<file path="config.mk">
export PLATFORM = sky130hd
export DESIGN_NAME = csv_field_tokenizer_unit_flat
export DESIGN_NICKNAME = d
export VERILOG_FILES = /design/src/hw/rtl/cft_pkg.sv /design/src/hw/rtl/cft_if.sv /design/src/hw/rtl/cft_in_reg.sv /design/src/hw/rtl/cft_step.sv /design/src/hw/rtl/csv_field_tokenizer_unit.sv /design/src/flat_wrapper.sv
export SDC_FILE = /design/constraint.sdc
export NUM_CORES = 1
export LEC_CHECK = 0
export BUFFER_PORTS_ARGS = -buffer_cell sky130_fd_sc_hd__buf_2
export CORE_MARGIN = 3
export CORE_UTILIZATION = 55
export CTS_BUF_LIST = sky130_fd_sc_hd__clkbuf_16
export DETAILED_ROUTE_END_ITERATION = 6
export PLACE_DENSITY = 0.78
export SYNTH_ARGS = -nofsm -noshare
export SYNTH_HDL_FRONTEND = slang
export SYNTH_HIERARCHICAL = 1
export SYNTH_SLANG_ARGS = --single-unit
</file>
<file path="constraint.sdc">
create_clock -name i_clk -period 6.9 [get_ports i_clk]
set_clock_uncertainty 0.05 [all_clocks]
set_input_delay 0.345 -clock i_clk [delete_from_list [all_inputs] [get_ports i_clk]]
set_output_delay 0.345 -clock i_clk [all_outputs]
set_load 0.02 [all_outputs]
</file>
<file path="src/hw/rtl/cft_pkg.sv">
`timescale 1ns / 1ps

package cft_pkg;

    localparam logic [7:0] CH_CR = 8'h0D;
    localparam logic [7:0] CH_LF = 8'h0A;
    localparam logic [7:0] DELIM_RESET = 8'h2C;
    localparam logic [7:0] QUOTE_RESET = 8'h22;
    localparam logic DQ_MODE_RESET = 1'b1;

    // configuration register indexes
    localparam logic [1:0] REG_DELIM = 2'd0;
    localparam logic [1:0] REG_QUOTE = 2'd1;
    localparam logic [1:0] REG_DQ_MODE = 2'd2;

    typedef enum logic [4:0] {
        ST_ROW    = 5'b00001,
        ST_FIELD  = 5'b00010,
        ST_QUOTED = 5'b00100,
        ST_QQ     = 5'b01000,
        ST_UNQ    = 5'b10000
    } t_state;

    typedef struct packed {
        logic [7:0] delimiter_char;
        logic [7:0] quote_char;
        logic       double_quote_mode;
    } t_cfg;

    typedef struct packed {
        logic       row_open;
        logic       field_open;
        logic       char_valid;
        logic [7:0] out_char;
        logic       row_done;
    } t_tok;

endpackage

</file>
<file path="src/hw/rtl/cft_if.sv">
`timescale 1ns / 1ps

// character stream channel
interface cft_char_if;
    logic       valid;
    logic       ready;
    logic [7:0] char_in;

    modport source(output valid, output char_in, input ready);
    modport sink(input valid, input char_in, output ready);
endinterface

// token flag channel
interface cft_tok_if;
    logic          valid;
    logic          ready;
    cft_pkg::t_tok tok;

    modport source(output valid, output tok, input ready);
    modport sink(input valid, input tok, output ready);
endinterface

</file>
<file path="src/hw/rtl/cft_in_reg.sv">
`timescale 1ns / 1ps

module cft_in_reg (
    input  logic       i_clk,
    input  logic       i_rst_n,
    input  logic       i_valid,
    input  logic [7:0] i_char,
    output logic       o_ready,
    input  logic       i_take,
    output logic       o_valid,
    output logic [7:0] o_char
);

    logic       r_valid;
    logic [7:0] r_char;
    logic       n_valid;

    // load when empty or when the held character moves on this cycle
    assign o_ready = !r_valid || i_take;

    always_comb begin
        n_valid = r_valid;
        if (o_ready) begin
            n_valid = i_valid;
        end
    end

    always_ff @(posedge i_clk) begin
        if (!i_rst_n) begin
            r_valid <= 1'b0;
        end else begin
            r_valid <= n_valid;
        end
    end

    always_ff @(posedge i_clk) begin
        if (o_ready && i_valid) begin
            r_char <= i_char;
        end
    end

    assign o_valid = r_valid;
    assign o_char  = r_char;

endmodule

</file>
<file path="src/hw/rtl/cft_step.sv">
`timescale 1ns / 1ps

module cft_step (
    input  logic          i_clk,
    input  logic          i_rst_n,
    input  logic          i_adv,
    input  logic [7:0]    i_char,
    input  cft_pkg::t_cfg i_cfg,
    output cft_pkg::t_tok o_tok
);

    cft_pkg::t_state r_state;
    cft_pkg::t_state n_state;
    logic is_q;
    logic is_d;
    logic is_lf;
    logic ro;
    logic fo;
    logic cv;
    logic rd;

    assign is_q  = (i_char == i_cfg.quote_char);
    assign is_d  = (i_char == i_cfg.delimiter_char);
    assign is_lf = (i_char == cft_pkg::CH_LF);

    // quote beats delimiter beats LF; CR leaves everything untouched
    always_comb begin
        n_state = r_state;
        ro = 1'b0;
        fo = 1'b0;
        cv = 1'b0;
        rd = 1'b0;
        if (i_char != cft_pkg::CH_CR) begin
            unique case (r_state)
                cft_pkg::ST_FIELD: begin
                    if (is_q) begin
                        n_state = cft_pkg::ST_QUOTED;
                    end else if (is_d) begin
                        fo = 1'b1;
                    end else if (is_lf) begin
                        rd = 1'b1;
                        n_state = cft_pkg::ST_ROW;
                    end else begin
                        cv = 1'b1;
                        n_state = cft_pkg::ST_UNQ;
                    end
                end
                cft_pkg::ST_QUOTED: begin
                    if (is_q) begin
                        n_state = i_cfg.double_quote_mode ? cft_pkg::ST_QQ : cft_pkg::ST_UNQ;
                    end else begin
                        cv = 1'b1;
                    end
                end
                cft_pkg::ST_QQ: begin
                    if (is_q) begin
                        cv = 1'b1;
                        n_state = cft_pkg::ST_QUOTED;
                    end else if (is_d) begin
                        fo = 1'b1;
                        n_state = cft_pkg::ST_FIELD;
                    end else if (is_lf) begin
                        rd = 1'b1;
                        n_state = cft_pkg::ST_ROW;
                    end else begin
                        cv = 1'b1;
                        n_state = i_cfg.double_quote_mode ? cft_pkg::ST_UNQ
                                                          : cft_pkg::ST_QUOTED;
                    end
                end
                cft_pkg::ST_UNQ: begin
                    if (is_d) begin
                        fo = 1'b1;
                        n_state = cft_pkg::ST_FIELD;
                    end else if (is_lf) begin
                        rd = 1'b1;
                        n_state = cft_pkg::ST_ROW;
                    end else begin
                        cv = 1'b1;
                    end
                end
                default: begin
                    // row start; LF here gives an empty row with no field
                    ro = 1'b1;
                    if (is_q) begin
                        fo = 1'b1;
                        n_state = cft_pkg::ST_QUOTED;
                    end else if (is_d) begin
                        fo = 1'b1;
                        n_state = cft_pkg::ST_FIELD;
                    end else if (is_lf) begin
                        n_state = cft_pkg::ST_ROW;
                    end else begin
                        fo = 1'b1;
                        cv = 1'b1;
                        n_state = cft_pkg::ST_UNQ;
                    end
                end
            endcase
        end
    end

    always_ff @(posedge i_clk) begin
        if (!i_rst_n) begin
            r_state <= cft_pkg::ST_ROW;
        end else if (i_adv) begin
            r_state <= n_state;
        end
    end

    assign o_tok.row_open   = ro;
    assign o_tok.field_open = fo;
    assign o_tok.char_valid = cv;
    assign o_tok.out_char   = cv ? i_char : 8'h00;
    assign o_tok.row_done   = rd;

endmodule

</file>
<file path="src/hw/rtl/csv_field_tokenizer_unit.sv">
`timescale 1ns / 1ps

// Channel      Dir  Modport  Payload
// i_char_chan  in   sink     char_in [7:0]
// o_tok_chan   out  source   row_open, field_open, char_valid, out_char [7:0], row_done
// cfg write    in   -        i_cfg_we, i_cfg_idx [1:0], i_cfg_data [7:0]
//
// One character per cycle sustained while the result side takes tokens; a result
// is offered once it has passed the input register, then the result register.
// The tokenizer state register advances as a character leaves the input
// register; its update is a handful of 8-bit compares.
// Synchronous active-low reset: both stages empty, state at row start,
// registers at ',' '"' and doubled-quote mode on.
// A stalled result holds in the result register while the input register
// still takes one more character; backpressure then reaches i_char_chan.ready.

module csv_field_tokenizer_unit (
    input  logic       i_clk,
    input  logic       i_rst_n,
    cft_char_if.sink   i_char_chan,
    cft_tok_if.source  o_tok_chan,
    input  logic       i_cfg_we,
    input  logic [1:0] i_cfg_idx,
    input  logic [7:0] i_cfg_data
);

    cft_pkg::t_cfg r_cfg;
    cft_pkg::t_tok r_tok;
    cft_pkg::t_tok step_tok;
    logic          r_out_valid;
    logic          out_free;
    logic          adv;
    logic          in_valid;
    logic [7:0]    in_char;
    logic          in_ready;

    // config registers; index 3 is ignored
    always_ff @(posedge i_clk) begin
        if (!i_rst_n) begin
            r_cfg.delimiter_char    <= cft_pkg::DELIM_RESET;
            r_cfg.quote_char        <= cft_pkg::QUOTE_RESET;
            r_cfg.double_quote_mode <= cft_pkg::DQ_MODE_RESET;
        end else if (i_cfg_we) begin
            unique case (i_cfg_idx)
                cft_pkg::REG_DELIM:   r_cfg.delimiter_char    <= i_cfg_data;
                cft_pkg::REG_QUOTE:   r_cfg.quote_char        <= i_cfg_data;
                cft_pkg::REG_DQ_MODE: r_cfg.double_quote_mode <= i_cfg_data[0];
                default: ;
            endcase
        end
    end

    // result register can take a new token when empty or being drained
    assign out_free = !r_out_valid || o_tok_chan.ready;
    assign adv      = in_valid && out_free;

    cft_in_reg u_in_reg (
        .i_clk   (i_clk),
        .i_rst_n (i_rst_n),
        .i_valid (i_char_chan.valid),
        .i_char  (i_char_chan.char_in),
        .o_ready (in_ready),
        .i_take  (out_free),
        .o_valid (in_valid),
        .o_char  (in_char)
    );

    assign i_char_chan.ready = in_ready;

    cft_step u_step (
        .i_clk   (i_clk),
        .i_rst_n (i_rst_n),
        .i_adv   (adv),
        .i_char  (in_char),
        .i_cfg   (r_cfg),
        .o_tok   (step_tok)
    );

    always_ff @(posedge i_clk) begin
        if (!i_rst_n) begin
            r_out_valid <= 1'b0;
        end else if (out_free) begin
            r_out_valid <= in_valid;
        end
    end

    // payload only moves on a real advance
    always_ff @(posedge i_clk) begin
        if (adv) begin
            r_tok <= step_tok;
        end
    end

    assign o_tok_chan.valid = r_out_valid;
    assign o_tok_chan.tok   = r_tok;

endmodule

</file>
<file path="src/flat_wrapper.sv">
// flat-port wrapper written by rule: the top's interface ports become plain ports
module csv_field_tokenizer_unit_flat 
  (i_clk, i_rst_n, i_cfg_we, i_cfg_idx, i_cfg_data, i_char_chan_valid, i_char_chan_char_in, i_char_chan_ready, o_tok_chan_valid, o_tok_chan_tok, o_tok_chan_ready);
  cft_char_if i_char_chan_i ();
  cft_tok_if o_tok_chan_i ();
  input  logic i_clk;
  input  logic i_rst_n;
  input  logic i_cfg_we;
  input  logic [1:0] i_cfg_idx;
  input  logic [7:0] i_cfg_data;
  input wire logic [$bits(i_char_chan_i.valid)-1:0] i_char_chan_valid;
  input wire logic [$bits(i_char_chan_i.char_in)-1:0] i_char_chan_char_in;
  output wire logic [$bits(i_char_chan_i.ready)-1:0] i_char_chan_ready;
  output wire logic [$bits(o_tok_chan_i.valid)-1:0] o_tok_chan_valid;
  output wire logic [$bits(o_tok_chan_i.tok)-1:0] o_tok_chan_tok;
  input wire logic [$bits(o_tok_chan_i.ready)-1:0] o_tok_chan_ready;
  assign i_char_chan_i.valid = i_char_chan_valid;
  assign i_char_chan_i.char_in = i_char_chan_char_in;
  assign i_char_chan_ready = i_char_chan_i.ready;
  assign o_tok_chan_valid = o_tok_chan_i.valid;
  assign o_tok_chan_tok = o_tok_chan_i.tok;
  assign o_tok_chan_i.ready = o_tok_chan_ready;
  csv_field_tokenizer_unit u_core (.i_clk(i_clk), .i_rst_n(i_rst_n), .i_char_chan(i_char_chan_i), .o_tok_chan(o_tok_chan_i), .i_cfg_we(i_cfg_we), .i_cfg_idx(i_cfg_idx), .i_cfg_data(i_cfg_data));
endmodule
</file>
# Word level (Yosys, flattened, before mapping)
# Cells that the tools add are included.
# Widths: inputs -> output; s select.
op_classes:
  n_eq_ne: 13
  muxes: 31
  n_reduce_logical: 13
op_table:
  columns: ["operator", "count"]
  rows:
  - ["$mux 5", 13]
  - ["$pmux 5 s4", 1]
  - ["$eq 8x8->1", 2]
  - ["$mux 1", 14]
  - ["$eq 8x4->1 const B", 1]
  - ["$ne 8x4->1 const B", 1]
  - ["$ne 3x3->1 const B", 2]
  - ["$pmux 1 s3", 2]
  - ["$reduce_and 2->1", 3]
  - ["$eq 5x2->1 const B", 1]
  - ["$eq 5x3->1 const B", 1]
  - ["$eq 5x4->1 const B", 1]
  - ["$eq 5x5->1 const B", 1]
  - ["$reduce_and 5->1", 1]
  - ["$reduce_or 4->1", 1]
  - ["$eq 2x1->1 const B", 1]
  - ["$eq 2x2->1 const B", 1]
  - ["$logic_and 1x1->1", 2]
  - ["$logic_not 1->1", 2]
  - ["$logic_not 2->1", 1]
  - ["$logic_or 1x1->1", 2]
  - ["$ne 2x2->1 const B", 1]
  - ["$pmux 1 s2", 1]
  - ["$reduce_or 2->1", 1]
word_totals:
  regBits: 44
  input_bits: 23
  output_inout_bits: 14
  word_cells: 69

# Longest topological paths before layout
depth:
  depth_word: 6
  ltp_mapped: 8
  depth_no_buf: 6

# By module
# The synthesis kept the hierarchy.
by_module_without_submodules:
  columns: ["mod", "instances", "cells_each", "area_each_um2", "seq_area_each_um2"]
  rows:
  - ["csv_field_tokenizer_unit", 1, 89, 1118.6, 720.7]
  - ["cft_step", 1, 108, 817.0, 100.1]
  - ["cft_in_reg", 1, 13, 297.8, 260.2]

# Worst setup path after synthesis
# OpenSTA, ideal clock, no wires.
synth_timing:
  kind: "register -> register"
  startpoint: "register u_core.u_in_reg.r_char[5], in the netlist u_core/u_in_reg/o_char[5]"
  endpoint: "register u_core.r_tok (netlist bit u_core/o_tok_chan.tok[10]) (data pin)"
  setup_time_ns: 0.251
  arrival_time_ns: 2.034
  required_ns: 6.599
  setup_slack_ns: 4.565
  path_stages_with_launch: 6
  path_buffers: 1
  synth_period_minus_slack_ns: 2.335
  cell_sequence: "edfxtp_1 -> or4b_4 -> or4_1 -> o32ai_1 -> a21oi_1 -> buf_4"
synth_between:
  elab_chain_cells: 5
  elab_cells_between_ends: 10
  cone_classes: "4 x eq/ne; 6 x mux"
synth_lines:
  columns: ["element", "line_no", "text"]
  rows:
  - ["start, declared", "cft_in_reg.sv:15", "logic [7:0] r_char;"]
  - ["start signal, assigned", "cft_in_reg.sv:38", "r_char <= i_char;"]
  - ["$eq 8x4->1", "cft_step.sv:24", "assign is_lf = (i_char == cft_pkg::CH_LF);"]
  - ["$mux 1", "cft_step.sv:91", "end else if (is_lf) begin"]
  - ["$mux 1", "cft_step.sv:88", "end else if (is_d) begin"]
  - ["$mux 1", "cft_step.sv:85", "if (is_q) begin"]
  - ["$pmux 1 s3", "cft_step.sv:34", "unique case (r_state)"]
  - ["end signal, assigned", "csv_field_tokenizer_unit.sv:90", "r_tok <= step_tok;"]
  - ["end, declared", "csv_field_tokenizer_unit.sv:28", "cft_pkg::t_tok r_tok;"]
# Parallel ways exist; a longest one is shown, timed or not.
# A chain may end at the register's enable or synchronous reset.

==> summary.txt <==
Run status
  – Status: complete, no violations

Synth
  – Synth area leader: edfxtp_1
  – Asr flop ratio synth: 0%
  – Post-Syn Nets: 233
  – Post-Synth XOR/XNOR Area: 6.67%
  – Post-synthesis compound-gate area fraction: 9.69%
  – Seq/Total Area, Yosys: 48.4%
  – Post-synthesis cell type count: 55
  – Synthesized area per cell: 10.6 um^2
  – Yosys warnings: 6
  – Most common cell in the netlist: dfxtp_1
  – Top FF cell, synth: dfxtp_1
  – Post-Syn Instances: 210
  – Number of synthesized flops with an enable pin: 20
  – Main combinational cell family by area after synthesis: simple AND/OR/NAND/NOR gates
  – Yosys reg bits: 44
  – Synth Area in Simple Gates: 24.1%
  – Synth top area share: 26.9%
  – Top post-synthesis cells by count: 24 x dfxtp_1, 22 x nand2_1, 20 x edfxtp_1
  – Post-synthesis mux area share: 6.27%
  – Synth top area cells: edfxtp_1 27%, dfxtp_1 22%, mux2i_1 6.3%
  – Synth Area in Adders: 0%
  – Mapped Area: 0.00223 mm^2

Worst setup path
  – CP Class: reg -> reg
  – Critical Path AT: 2.61 ns
  – WP data required: 6.99 ns
  – Worst setup SP type: register
  – R2R Setup Slk: 4.39 ns
  – Worst-path maximum fanout: 9
  – Crit end category: register

Power
  – P_leak: 0.986 nW
  – Share of power burned in combinational logic: 9.6%
  – Switch Pwr: 0.125 mW
  – Switch share: 22.1%
  – VDD IR max: 148 uV
  – Internal power: 0.441 mW
  – Pwr/cell area: 224 mW/mm^2
  – Part of the power in the clock network: 37.8%
  – Flop pwr share: 52.5%

Placement
  – # port buffers: 36
  – Final RePlAce weighted congestion: 0.842
  – Placed Area: 0.00239 mm^2
  – Hpwl dp: 3080 um

Floorplanning
  – Row count: 22
  – Die area: 0.00486 mm^2
  – Initial Utilization: 58.8%
  – DIE WIDTH: 69.7 um
  – Top-level port count: 37
  – Die H: 69.7 um
  – Core area: 0.00380 mm^2

Detailed routing
  – 1st-iter DRT viols: 141
  – Drt total wl: 4140 um
  – DR WL/cell: 14.3 um
  – Post-DR vias/cell: 5.56
  – Routed Antenna Nets: 0
  – DRC: 0
  – Pre-antenna DRT Iters: 4
  – Vias after detailed routing: 1608

Layout
  – Area growth syn-to-layout: 13.2%
  – Share of cells above drive strength 1: 22.4%
  – # diodes: 0
  – Final Cell Area: 0.00253 mm^2
  – Filler Cell Count: 316
  – Nets: 263
  – Footprint of the multi-input gates: 0.00104 mm^2
  – Area occupied by registers: 0.00108 mm^2

STA
  – Setup-failing EPs final: 0
  – Tcrit/Tclk final: 36.4%
  – RSZ-0062 raised after global routing: no
  – Worst hold slack: 0.194 ns
  – Setup TNS: 0 ns
  – Worst Max-Slew Pin Slew: 0.844 ns
  – Fin. Hold Viols: 0
  – Slew Viols, Final: 0
  – Max-slew headroom: 43.5%
  – Fmax: 398 MHz
  – Minimum clock period: 2.51 ns

Flow run
  – Max-cap violations: 0

Global routing
  – Vias in the first global route: 1442
  – Initial antenna violation count: 0
  – Total global-route track usage: 17.5%
  – First-pass GRT wire length: 6890 um
  – Remaining Overflow, GRT: 0
  – Largest net degree at the start of global routing: 34

Clock network
  – Setup repair bufs after CTS: 0
  – CTS Buf Count: 5
  – Post-cts hold buffer count: 0
  – Worst-path clk slew: 0.06 ns
  – Post-cts sizing count: 0
  – CTS Root Cell: clkbuf_16
  – CTS Buffer Depth: 2
  – TritonCTS clock tree: yes
  – H-tree depth: 2
  – Worst-Skew Late Latency: 0.27 ns
  – Clock Sinks: 44

Worst hold path
  – Class of the worst hold path: in -> reg
==> flip-flops by register name (all words and copies together) (netlist names) <==
register                 cells
u_core/o_tok_chan.valid      1
u_core/u_in_reg/o_char       8
u_core/u_step/r_state        5
u_core/u_in_reg/o_valid      1
u_core/o_tok_chan.tok       12
u_core/r_cfg                17
==> cell usage in the layout (no fill, tap or decap), types with 3 or more instances in the layout <==
| cell | Yosys | final |
|---|---|---|
| a21oi_1 | 4 | 4 |
| and2_1 | 9 | 9 |
| buf_2 | 5 | 36 |
| clkbuf_16 | 0 | 5 |
| dfxtp_1 | 24 | 24 |
| edfxtp_1 | 20 | 20 |
| inv_1 | 7 | 9 |
| mux2i_1 | 14 | 14 |
| nand2_1 | 22 | 22 |
| nand2b_1 | 4 | 4 |
| nor2_1 | 10 | 10 |
| nor2b_1 | 6 | 6 |
| nor4_1 | 3 | 3 |
| o211ai_1 | 6 | 6 |
| o21ai_0 | 5 | 5 |
| xnor2_1 | 9 | 9 |
| xor2_1 | 8 | 8 |
==> stage by stage <==
step	utilization, %	cells	power [mW]	setup slack, ns
6_report	66.6	289	0.567	4.39
5_1_grt	66.6	289	0.593	4.11
4_1_cts	66.6	289	0.573	4.38
3_5_place_dp	63.0	281	0.358	4.47
3_3_place_gp	63.0	281	0.357	4.51
2_1_floorplan	-	210	0.340	4.56
==> cells by family (layout without fill, tap and decap cells) <==
family,after synthesis,count (layout)
multiplexers,14,14
flip-flops,44,44
AO/OA/AOI/OAI,29,29
XOR/XNOR,17,17
buffers and inverters,20,51
AND/OR/NAND/NOR,86,86
==> path summary, 6_finish.rpt <==
kind | startpoint | end | cells after the start
worst max register to register | u_core/u_in_reg/o_char[0] | u_core/o_tok_chan.tok[4] | 6
worst max-delay path | u_core/u_in_reg/o_char[0] | u_core/o_tok_chan.tok[4] | 6
worst min-delay path | i_char_chan_char_in[6] | u_core/u_in_reg/o_char[6] | 1
worst min register to register | u_core/r_cfg[15] | u_core/r_cfg[15] | 2
==> cell type report <==
class / count / share of cell area (%)
Tap cell: 48 / 2.38
Clock inverter: 3 / 0.445
Timing Repair Buffer: 36 / 7.13
Clock buffer: 5 / 4.95
Inverter: 7 / 1.04
Multi-Input combinational cell: 146 / 41.3
Sequential cell: 44 / 42.8
==> worst max-delay path, cell delays in order, from the launching register on <==
cell and delay, ns:
edfxtp_1 0.50, xor2_1 0.21, nor4_1 0.46, and2_0 0.35, mux2i_1 0.14, a211oi_2 0.47
and2_1 0.20
==> per-layer routing <==
layer	vias up	part of all wire (%)	track usage [%]
li1	810	-	-
met1	752	48	25.3
met2	42	47	26.9
met3	4	5.1	4.06
met4	0	0.65	3.83
met5	-	0	0
==> power by group through the flow <==
stage	clock network [mW]	registers [mW]	logic (mW)
finish	0.214	0.298	0.0546
global route	0.233	0.299	0.0603
CTS	0.220	0.298	0.0549
detailed placement	0	0.303	0.0545
global placement	0	0.303	0.0539
floorplan	0	0.303	0.0378
Note: power is estimated with default switching activity, not from simulation.
